<file path="src/rtl/bol_pkg.sv">
`timescale 1ns / 1ps
// ----------------------------------------------------------------------------
// bol_pkg
// Command and status codes and the cell control word of the ordered list.
// ----------------------------------------------------------------------------
package bol_pkg;

  typedef enum logic [1:0] {
    CMD_PUSH_FRONT = 2'd0,
    CMD_PUSH_BACK  = 2'd1,
    CMD_REMOVE     = 2'd2,
    CMD_NOP        = 2'd3
  } cmd_t;

  typedef enum logic [1:0] {
    ST_DONE    = 2'd0,
    ST_FULL    = 2'd1,
    ST_MISSING = 2'd2
  } status_t;

  typedef struct packed {
    logic push_front;
    logic push_back;
    logic remove;
  } bol_ctrl_t;

  localparam int unsigned ValueWidth = 32;
  localparam int unsigned CountWidth = 5;

endpackage

</file>
<file path="src/rtl/bol_prefix_or.sv">
`timescale 1ns / 1ps
// ----------------------------------------------------------------------------
// bol_prefix_or
// Parallel-prefix OR: bit i of the result is the OR of input bits 0 to i.
// ----------------------------------------------------------------------------
module bol_prefix_or #(
  parameter int unsigned N = 16
) (
  input  logic [N-1:0] in_bits,
  output logic [N-1:0] out_bits
);

  localparam int unsigned Levels = (N > 1) ? $clog2(N) : 0;

  logic [N-1:0] lvl [0:Levels];

  assign lvl[0] = in_bits;

  for (genvar k = 0; k < Levels; k++) begin : g_level
    for (genvar i = 0; i < N; i++) begin : g_bit
      if (i >= (1 << k)) begin : g_or
        assign lvl[k+1][i] = lvl[k][i] | lvl[k][i-(1 << k)];
      end else begin : g_pass
        assign lvl[k+1][i] = lvl[k][i];
      end
    end
  end

  assign out_bits = lvl[Levels];

endmodule

</file>
<file path="src/rtl/bol_cell.sv">
`timescale 1ns / 1ps
// ----------------------------------------------------------------------------
// bol_cell
// One list slot: holds a word and its valid flag, and loads from the left
// neighbor, the right neighbor or the input word as the operation demands.
// ----------------------------------------------------------------------------
module bol_cell import bol_pkg::*; (
  input  logic                         clk,
  input  logic                         rst_n,
  input  bol_ctrl_t                    ctrl,
  input  logic signed [ValueWidth-1:0] value,
  input  logic                         left_valid,
  input  logic signed [ValueWidth-1:0] left_entry,
  input  logic                         right_valid,
  input  logic signed [ValueWidth-1:0] right_entry,
  input  logic                         shift_left,
  output logic                         valid,
  output logic signed [ValueWidth-1:0] entry,
  output logic                         match
);

  logic                         valid_r;
  logic                         valid_nxt;
  logic signed [ValueWidth-1:0] entry_r;
  logic signed [ValueWidth-1:0] entry_nxt;

  always_comb begin
    valid_nxt = valid_r;
    entry_nxt = entry_r;
    priority if (ctrl.push_front) begin
      valid_nxt = left_valid;
      entry_nxt = left_entry;
    end else if (ctrl.push_back) begin
      if (!valid_r && left_valid) begin
        valid_nxt = 1'b1;
        entry_nxt = value;
      end
    end else if (ctrl.remove) begin
      if (shift_left) begin
        valid_nxt = right_valid;
        entry_nxt = right_entry;
      end
    end else begin
      valid_nxt = valid_r;
      entry_nxt = entry_r;
    end
  end

  always_ff @(posedge clk) begin
    if (!rst_n) begin
      valid_r <= 1'b0;
    end else begin
      valid_r <= valid_nxt;
    end
  end

  always_ff @(posedge clk) begin
    entry_r <= entry_nxt;
  end

  assign valid = valid_r;
  assign entry = entry_r;
  assign match = valid_r && (entry_r == value);

endmodule

</file>
<file path="src/rtl/bounded_ordered_list.sv">
`timescale 1ns / 1ps
// A word's result is registered and shown in the cycle after acceptance.
// Throughput: one word per cycle; all cells compare and load in parallel,
// and the first-match flag comes from a $clog2(DEPTH)-level prefix-OR tree.
// The output register frees when its result is taken, so input stalls only
// under output back-pressure. Reset empties the list; no clearing pass.
// ----------------------------------------------------------------------------
// bounded_ordered_list
// Ordered list of signed words built as a row of cells with push at head,
// push at tail and remove of the first matching word.
// ----------------------------------------------------------------------------
module bounded_ordered_list import bol_pkg::*; #(
  parameter int unsigned DEPTH = 16
) (
  input  logic                         clk,
  input  logic                         rst_n,
  input  logic                         in_valid,
  output logic                         in_ready,
  input  logic [1:0]                   in_command,
  input  logic signed [ValueWidth-1:0] in_value,
  output logic                         out_valid,
  input  logic                         out_ready,
  output logic [1:0]                   out_status,
  output logic [CountWidth-1:0]        out_entry_count
);

  localparam int unsigned CW = $clog2(DEPTH + 1);

  logic                         accept;
  bol_ctrl_t                    ctrl;
  logic [DEPTH-1:0]             cell_valid;
  logic signed [ValueWidth-1:0] cell_entry [0:DEPTH-1];
  logic [DEPTH-1:0]             cell_match;
  logic [DEPTH-1:0]             match_prefix;
  logic                         full;
  logic                         found;

  logic [CW-1:0] count_r;
  logic [CW-1:0] count_nxt;
  logic          out_valid_r;
  logic          out_valid_nxt;
  status_t       status_r;
  status_t       status_nxt;
  logic [31:0]   count_ext;

  assign in_ready = !out_valid_r || out_ready;
  assign accept   = in_valid && in_ready;
  assign full     = (count_r == CW'(DEPTH));
  assign found    = match_prefix[DEPTH-1];

  always_comb begin
    ctrl       = '0;
    count_nxt  = count_r;
    status_nxt = status_r;
    if (accept) begin
      status_nxt = ST_DONE;
      unique case (cmd_t'(in_command))
        CMD_PUSH_FRONT, CMD_PUSH_BACK: begin
          if (full) begin
            status_nxt = ST_FULL;
          end else begin
            ctrl.push_front = (cmd_t'(in_command) == CMD_PUSH_FRONT);
            ctrl.push_back  = (cmd_t'(in_command) == CMD_PUSH_BACK);
            count_nxt       = count_r + CW'(1);
          end
        end
        CMD_REMOVE: begin
          if (found) begin
            ctrl.remove = 1'b1;
            count_nxt   = count_r - CW'(1);
          end else begin
            status_nxt = ST_MISSING;
          end
        end
        CMD_NOP: begin
          status_nxt = ST_DONE;
        end
      endcase
    end
  end

  always_comb begin
    out_valid_nxt = out_valid_r;
    if (accept) begin
      out_valid_nxt = 1'b1;
    end else if (out_ready) begin
      out_valid_nxt = 1'b0;
    end
  end

  for (genvar i = 0; i < DEPTH; i++) begin : g_cell
    logic                         lv;
    logic signed [ValueWidth-1:0] le;
    logic                         rv;
    logic signed [ValueWidth-1:0] re;

    if (i == 0) begin : g_head
      assign lv = 1'b1;
      assign le = in_value;
    end else begin : g_mid_l
      assign lv = cell_valid[i-1];
      assign le = cell_entry[i-1];
    end

    if (i == DEPTH - 1) begin : g_tail
      assign rv = 1'b0;
      assign re = in_value;
    end else begin : g_mid_r
      assign rv = cell_valid[i+1];
      assign re = cell_entry[i+1];
    end

    bol_cell u_cell (
      .clk         (clk),
      .rst_n       (rst_n),
      .ctrl        (ctrl),
      .value       (in_value),
      .left_valid  (lv),
      .left_entry  (le),
      .right_valid (rv),
      .right_entry (re),
      .shift_left  (match_prefix[i]),
      .valid       (cell_valid[i]),
      .entry       (cell_entry[i]),
      .match       (cell_match[i])
    );
  end

  bol_prefix_or #(.N(DEPTH)) u_prefix (
    .in_bits  (cell_match),
    .out_bits (match_prefix)
  );

  always_ff @(posedge clk) begin
    if (!rst_n) begin
      count_r     <= '0;
      out_valid_r <= 1'b0;
    end else begin
      count_r     <= count_nxt;
      out_valid_r <= out_valid_nxt;
    end
  end

  always_ff @(posedge clk) begin
    status_r <= status_nxt;
  end

  assign count_ext       = 32'(count_r);
  assign out_valid       = out_valid_r;
  assign out_status      = status_r;
  assign out_entry_count = count_ext[CountWidth-1:0];

endmodule

</file>
<file path="config.mk">
export PLATFORM = sky130hd
export DESIGN_NAME = bounded_ordered_list
export DESIGN_NICKNAME = d
export VERILOG_FILES = /design/src/rtl/bol_pkg.sv /design/src/rtl/bol_prefix_or.sv /design/src/rtl/bol_cell.sv /design/src/rtl/bounded_ordered_list.sv
export SDC_FILE = /design/constraint.sdc
export NUM_CORES = 2
export LEC_CHECK = 0
export BUFFER_PORTS_ARGS = -buffer_cell sky130_fd_sc_hd__buf_4
export CORE_MARGIN = 8
export CORE_UTILIZATION = 55
export CTS_BUF_LIST = sky130_fd_sc_hd__clkbuf_4 sky130_fd_sc_hd__clkbuf_8
export DETAILED_ROUTE_END_ITERATION = 8
export GPL_TIMING_DRIVEN = 0
export PLACE_DENSITY = 0.74
export SYNTH_ARGS = -nofsm -noshare
export SYNTH_HDL_FRONTEND = slang
export SYNTH_SLANG_ARGS = --single-unit
</file>
<file path="constraint.sdc">
create_clock -name clk -period 4.9 [get_ports clk]
set_clock_uncertainty 0.2 [all_clocks]
set_input_delay 0.245 -clock clk [delete_from_list [all_inputs] [get_ports clk]]
set_output_delay 0.245 -clock clk [all_outputs]
set_load 0.02 [all_outputs]
</file>
# --- Yosys cells after proc, flatten, opt, wreduce, memory -nomap -nowiden ---
# Index checks and enable logic that the tools add are counted.
totals:
  elab_cells: 384
  out_inout_bits: 9
  reg_bits: 536
  inputBits: 38
op_classes:
  add_sub_neg: 2
  bitwise: 49
  n_eq_ne: 38
  n_reduce_logical: 88
  mux: 172
ops:
  columns: ["op", "count"]
  rows:
  - ["$mux 32", 80]
  - ["$eq 32x32->1", 16]
  - ["$mux 1", 84]
  - ["$reduce_bool 3->1", 17]
  - ["$or 1x1->1", 49]
  - ["$reduce_and 3->1", 16]
  - ["$ne 3x1->1 const B", 15]
  - ["$logic_and 1x1->1", 32]
  - ["$logic_not 1->1", 16]
  - ["$mux 5", 2]
  - ["$pmux 5 s2", 1]
  - ["$mux 2", 3]
  - ["$pmux 2 s3", 1]
  - ["$add 5x1->5 const B", 1]
  - ["$eq 5x5->1 const B", 1]
  - ["$sub 5x1->5 const B", 1]
  - ["$eq 2x2->1 const B", 2]
  - ["$ne 2x2->1 const B", 2]
  - ["$reduce_and 4->1", 1]
  - ["$reduce_bool 2->1", 2]
  - ["$mux 3", 1]
  - ["$ne 3x3->1 const B", 1]
  - ["$eq 2x1->1 const B", 1]
  - ["$logic_not 2->1", 1]
  - ["3 further kinds", 3]

# --- Logic depth before layout (Yosys ltp) ---
logic_depth:
  depth_word: 12
  ltp_mapped: 12
  depth_no_buf: 9

# --- Hierarchy ---
# A second synthesis with hierarchy kept.
hier_totals:
  cells_unflattened: 3206
  hier_area_um2: 33629.8
modules_own_cells:
  columns: ["module", "instances", "cells_per_inst", "seq_area_each_um2", "area_per_inst_um2"]
  rows:
  - ["bol_cell", 16, 195, 980.9, 2055.7]
  - ["bounded_ordered_list", 1, 63, 180.2, 565.5]
  - ["bol_prefix_or", 1, 23, 0.0, 172.7]

# --- Worst setup path before layout ---
# Ideal clock, no wire load.
synth_path:
  kind: "input-to-reg"
  startpoint: "input in_value[0]"
  endpoint: "register g_cell[11].u_cell.entry_r[0], enable pin"
  required_time_ps: 4230
  cell_stages: 10
  path_buffers: 2
  setup_ps: 470
  setup_slack_ps: -236
  t_arrival_ps: 4466
  path_cell_list: "buf_2 buf_2 xnor2_1 nand4_1 nor4_1 nand4_1 nor4_1 nor4_2 o21ai_0 a21boi_0"
synth_between:
  elab_chain_len: 11
  word_cells_on_any_way: 55
  classes_between: "eq/ne: 16; mux: 3; bitwise: 17; reduce/logical: 19"
synth_lines:
  columns: ["element", "line", "rtl"]
  rows:
  - ["start: declaration", "bounded_ordered_list.sv:20", "input logic signed [ValueWidth-1:0] in_value,"]
  - ["$eq 32x32->1", "bol_cell.sv:63", "assign match = valid_r && (entry_r == value);"]
  - ["$logic_and 1x1->1", "bol_cell.sv:63", null]
  - ["$or 1x1->1 (4 in series)", "bol_prefix_or.sv:22", "assign lvl[k+1][i] = lvl[k][i] | lvl[k][i-(1 << k)];"]
  - ["$mux 1", "bounded_ordered_list.sv:68", "if (found) begin"]
  - ["$mux 1", "bounded_ordered_list.sv:57", "unique case (cmd_t'(in_command))"]
  - ["$mux 3", "bounded_ordered_list.sv:55", "if (accept) begin"]
  - ["$reduce_bool 3->1 (no line)", null, null]
  - ["$reduce_and 3->1 (no line) (*)", null, null]
  - ["end signal: assignment", "bol_cell.sv:58", "entry_r <= entry_nxt;"]
  - ["end: declaration", "bol_cell.sv:24", "logic signed [ValueWidth-1:0] entry_r;"]
# Every way passes the cells marked *; elsewhere a longest branch is shown, timed or not.
# A chain may end at the register's enable or synchronous reset.

# --- Final worst setup path ---
layout_path:
  startpoint: "input in_value[12]"
  endpoint: "register g_cell[5].u_cell.entry_r[28], enable pin"
layout_between:
  elab_chain_len: 11
  word_cells_on_any_way: 55
  classes_between: "eq/ne: 16; mux: 3; bitwise: 17; reduce/logical: 19"
layout_lines:
  columns: ["element", "line"]
  rows:
  - ["$eq 32x32->1", "bol_cell.sv:63"]
  - ["$logic_and 1x1->1", "bol_cell.sv:63"]
  - ["$or 1x1->1 (4 in series)", "bol_prefix_or.sv:22"]
  - ["$mux 1", "bounded_ordered_list.sv:68"]
  - ["$mux 1", "bounded_ordered_list.sv:57"]
  - ["$mux 3", "bounded_ordered_list.sv:55"]
  - ["$reduce_bool 3->1 (no line)", null]
  - ["$reduce_and 3->1 (no line) (*)", null]
  - ["end signal: assignment", "bol_cell.sv:58"]
  - ["end: declaration", "bol_cell.sv:24"]
# Marked as above.

==> metrics.txt <==
DR pass1 iterations=6; Critical Path End Type=flop; Initial Util=55.6%; pwr dens=325 mW/mm²; Final Hold Fails=0; Die Y-Extent=about 250 µm; Synth Flop Type=edfxtp_1; initial antenna violation count=6; Slew headroom=-4.22%; Longest Clk Path Bufs=3; gpl congestion=1.11; post-synthesis register bit count=roughly 540; placed insts=4044; TritonCTS clock tree=yes; DP HPWL=approximately 110 mm; met1 usage=a little under 60%; Core Area=0.0564 mm²; Unique masters post-synth=57; crit path time final=just under 5000 ps; post-synthesis async set-or-reset flop share=0%; cells after synthesis=3253; GRT Util Overall=45.2%; most common cell in the netlist=nand2_1; number of remaining DRC errors=0; met3 usage=22.5%; first-pass GRT wire length=204 mm; fin crit share=~99%; Slowest cell on crit path=a211oi_4; Skew-Pair Late Insertion Delay=between 700 and 800 ps; WS Path Type=in2reg; Die Wd=around 250 µm; Worst EP required=between 5000 and 6000 ps; synth top area cells=edfxtp_1, xor2_1, a21oi_1; FMAX=slightly above 0.2 GHz; delay-heaviest family, CP=buffers and inverters; DR WL/cell=35.6 µm; Post-Route WL=~150 mm; initial drt markers=between 6000 and 7000; reg2reg setup slack=50 ps; Filler cells=approximately 4900; proportion of layout cells with a drive suffix above 1=about 8.9%; Synth area leader=edfxtp_1; CP arrival=slightly above 5000 ps; routed via count=roughly 30000; EDFF count, synth=~510; failing checks=capacitance limit, slew limit; post-synthesis net count=3295; Seq/Total Area, Yosys=between 50% and 60%; htree depth=3; number of post-CTS setup repair buffers=0; max-cap viol count=4; Final Max Slew Viols=44; largest net degree at the start of global routing=34; GRT met2 Usage=58.1%; Synth Warn #=0; synthesis-to-finish area growth=11.4%; grt total ovfl=0; Cell Chain, Critical Path=buf_2 > buf_2 > xnor2_1 > nand4_1 > nor4_1 > nand4_1 > o311ai_1 > nor4_2 > a21o_1 > buf_6 > a211oi_4 > buf_8; LEAKAGE=approximately 12 nW; non-filler instance count after layout=approximately 4200; mapped cell area=roughly 0.031 mm²; IO buf count=19; setup ws final=roughly 32 ps; Die ar.=around 0.065 mm²; pre-CTS setup slack=-518 ps; Root Driver=clkbuf_8; Worst-path clk slew=60 ps; run status=finished, violations left; Antenna Violating Nets Remaining=0; maximum fanout along the worst path=17; layout net count=around 3400; Sink Count=about 540; Core Rows=87; CTS buffer count=between 90 and 100; maximum vdd drop=215 µV; vias in the first global route=approximately 27000; multi-input logic area=between 0.01 and 0.015 mm²; CP startpoint kind=primary input; Reg area=between 0.015 and 0.02 mm²; RSZ-0062 raised after global routing=false; max incr delay on CP=about 810 ps; Via density=7.05; final setup vio count=0; HP Class=in2reg; commonest cells in the netlist=nand2_1, edfxtp_1, a21oi_1, o21ai_0, xor2_1; GR peak layer=met1; Slew @ Worst Pin=1560 ps; WP buf/inv=4; I/O pin count=47; Synth top area share=49.2%; Synth Area per Inst=around 9.6 µm²
through the flow:
stage	TNS [ps]	utilization [%]	hold WS, ps	area [µm²]	total power, mW
4_1_cts	0	61.9	37.2	34900	11.1
3_5_place_dp	-85840	58.3	273	32900	6.87
2_1_floorplan	0	-	184	31300	6.20
5_1_grt	0	61.9	65.2	34900	11.5
6_report	0	61.9	107	34900	11.3
3_3_place_gp	-667310	57.5	264	32400	6.83
placed cells by master, fill, tap and decap left out, drive strengths merged, types with 38 or more instances in the layout:
| master | count |
|---|---|
| a21oi | 462 |
| buf | 103 |
| clkbuf | 334 |
| clkinv | 38 |
| edfxtp | 514 |
| nand2 | 575 |
| nand4 | 63 |
| nor4 | 105 |
| o21ai | 462 |
| xnor2 | 196 |
| xor2 | 315 |
final cells by class:
| type | instances | area share (%) |
|---|---|---|
| plain buffers | 270 | 3.56 |
| well taps | 756 | 2.71 |
| multi-input cells | 2427 | 40.9 |
| repair buffers | 42 | 1.56 |
| inverters | 20 | 0.215 |
| flip-flops and latches | 536 | 45.5 |
| diodes | 7 | 0.0502 |
| clock inverters | 45 | 0.842 |
| clock buffers | 132 | 4.67 |
registers in the layout, indices dropped and copies added (netlist names):
signal / flops
g_cell.u_cell.entry: 512
g_cell.u_cell.valid: 16
out_entry_count: 5
out_status: 2
out_valid: 1
cells by family (layout without fill, tap and decap cells):
| family | after synthesis | count (layout) | share of synthesized area [%] |
|---|---|---|---|
| XOR/XNOR | 511 | 511 | 14.3 |
| buffers and inverters | 290 | 509 | 4.19 |
| adder cells (fa/ha/maj) | 4 | 4 | 0.184 |
| other | 0 | 7 | 0 |
| multiplexers | 45 | 45 | 1.56 |
| AO/OA/AOI/OAI | 966 | 966 | 15.9 |
| AND/OR/NAND/NOR | 901 | 901 | 13.2 |
| flip-flops | 536 | 536 | 50.7 |
final timing paths:
kind	start	to	cells past startpoint
setup / recovery	in_value[12]	g_cell[5].u_cell.entry[28]	12
hold reg to reg	g_cell[13].u_cell.valid	g_cell[13].u_cell.valid	2
setup reg to reg	out_entry_count[2]	g_cell[13].u_cell.entry[16]	10
hold / removal	in_value[4]	g_cell[0].u_cell.entry[4]	4
repair_timing:
item / CTS / global route
pin swaps: 0 / 0
hold buffers: 7 / 0
resized for setup: 1 / 1
hold endpoints to repair: 18 / 0
endpoints found under the setup margin: 12 / 92
layer usage:
| metal | up-vias | wire length [µm] |
|---|---|---|
| met5 | - | 0 |
| met4 | 0 | 11400 |
| met3 | 555 | 28700 |
| met2 | 3349 | 57400 |
| met1 | 14007 | 53400 |
| li1 | 11947 | - |
worst reg2reg max path, cell delays in order, from the launching register on:
cell and delay, ps:
dfxtp_1 340, nor3_1 190, and3_1 230, or3_1 130, clkbuf_1 410, clkbuf_1 750
clkbuf_1 770, clkbuf_1 700, clkbuf_1 540, nand2_1 290, o21ai_0 150
power breakdown:
part | total [mW] | leakage (nW) | internal (mW) | switching, mW
Combinational | 1.66 | 6.29 | 0.438 | 1.22
Clock | 4.41 | 1.02 | 2.31 | 2.09
Sequential | 5.27 | 4.87 | 5.15 | 0.120
Note: power is estimated with default switching activity, not from simulation.
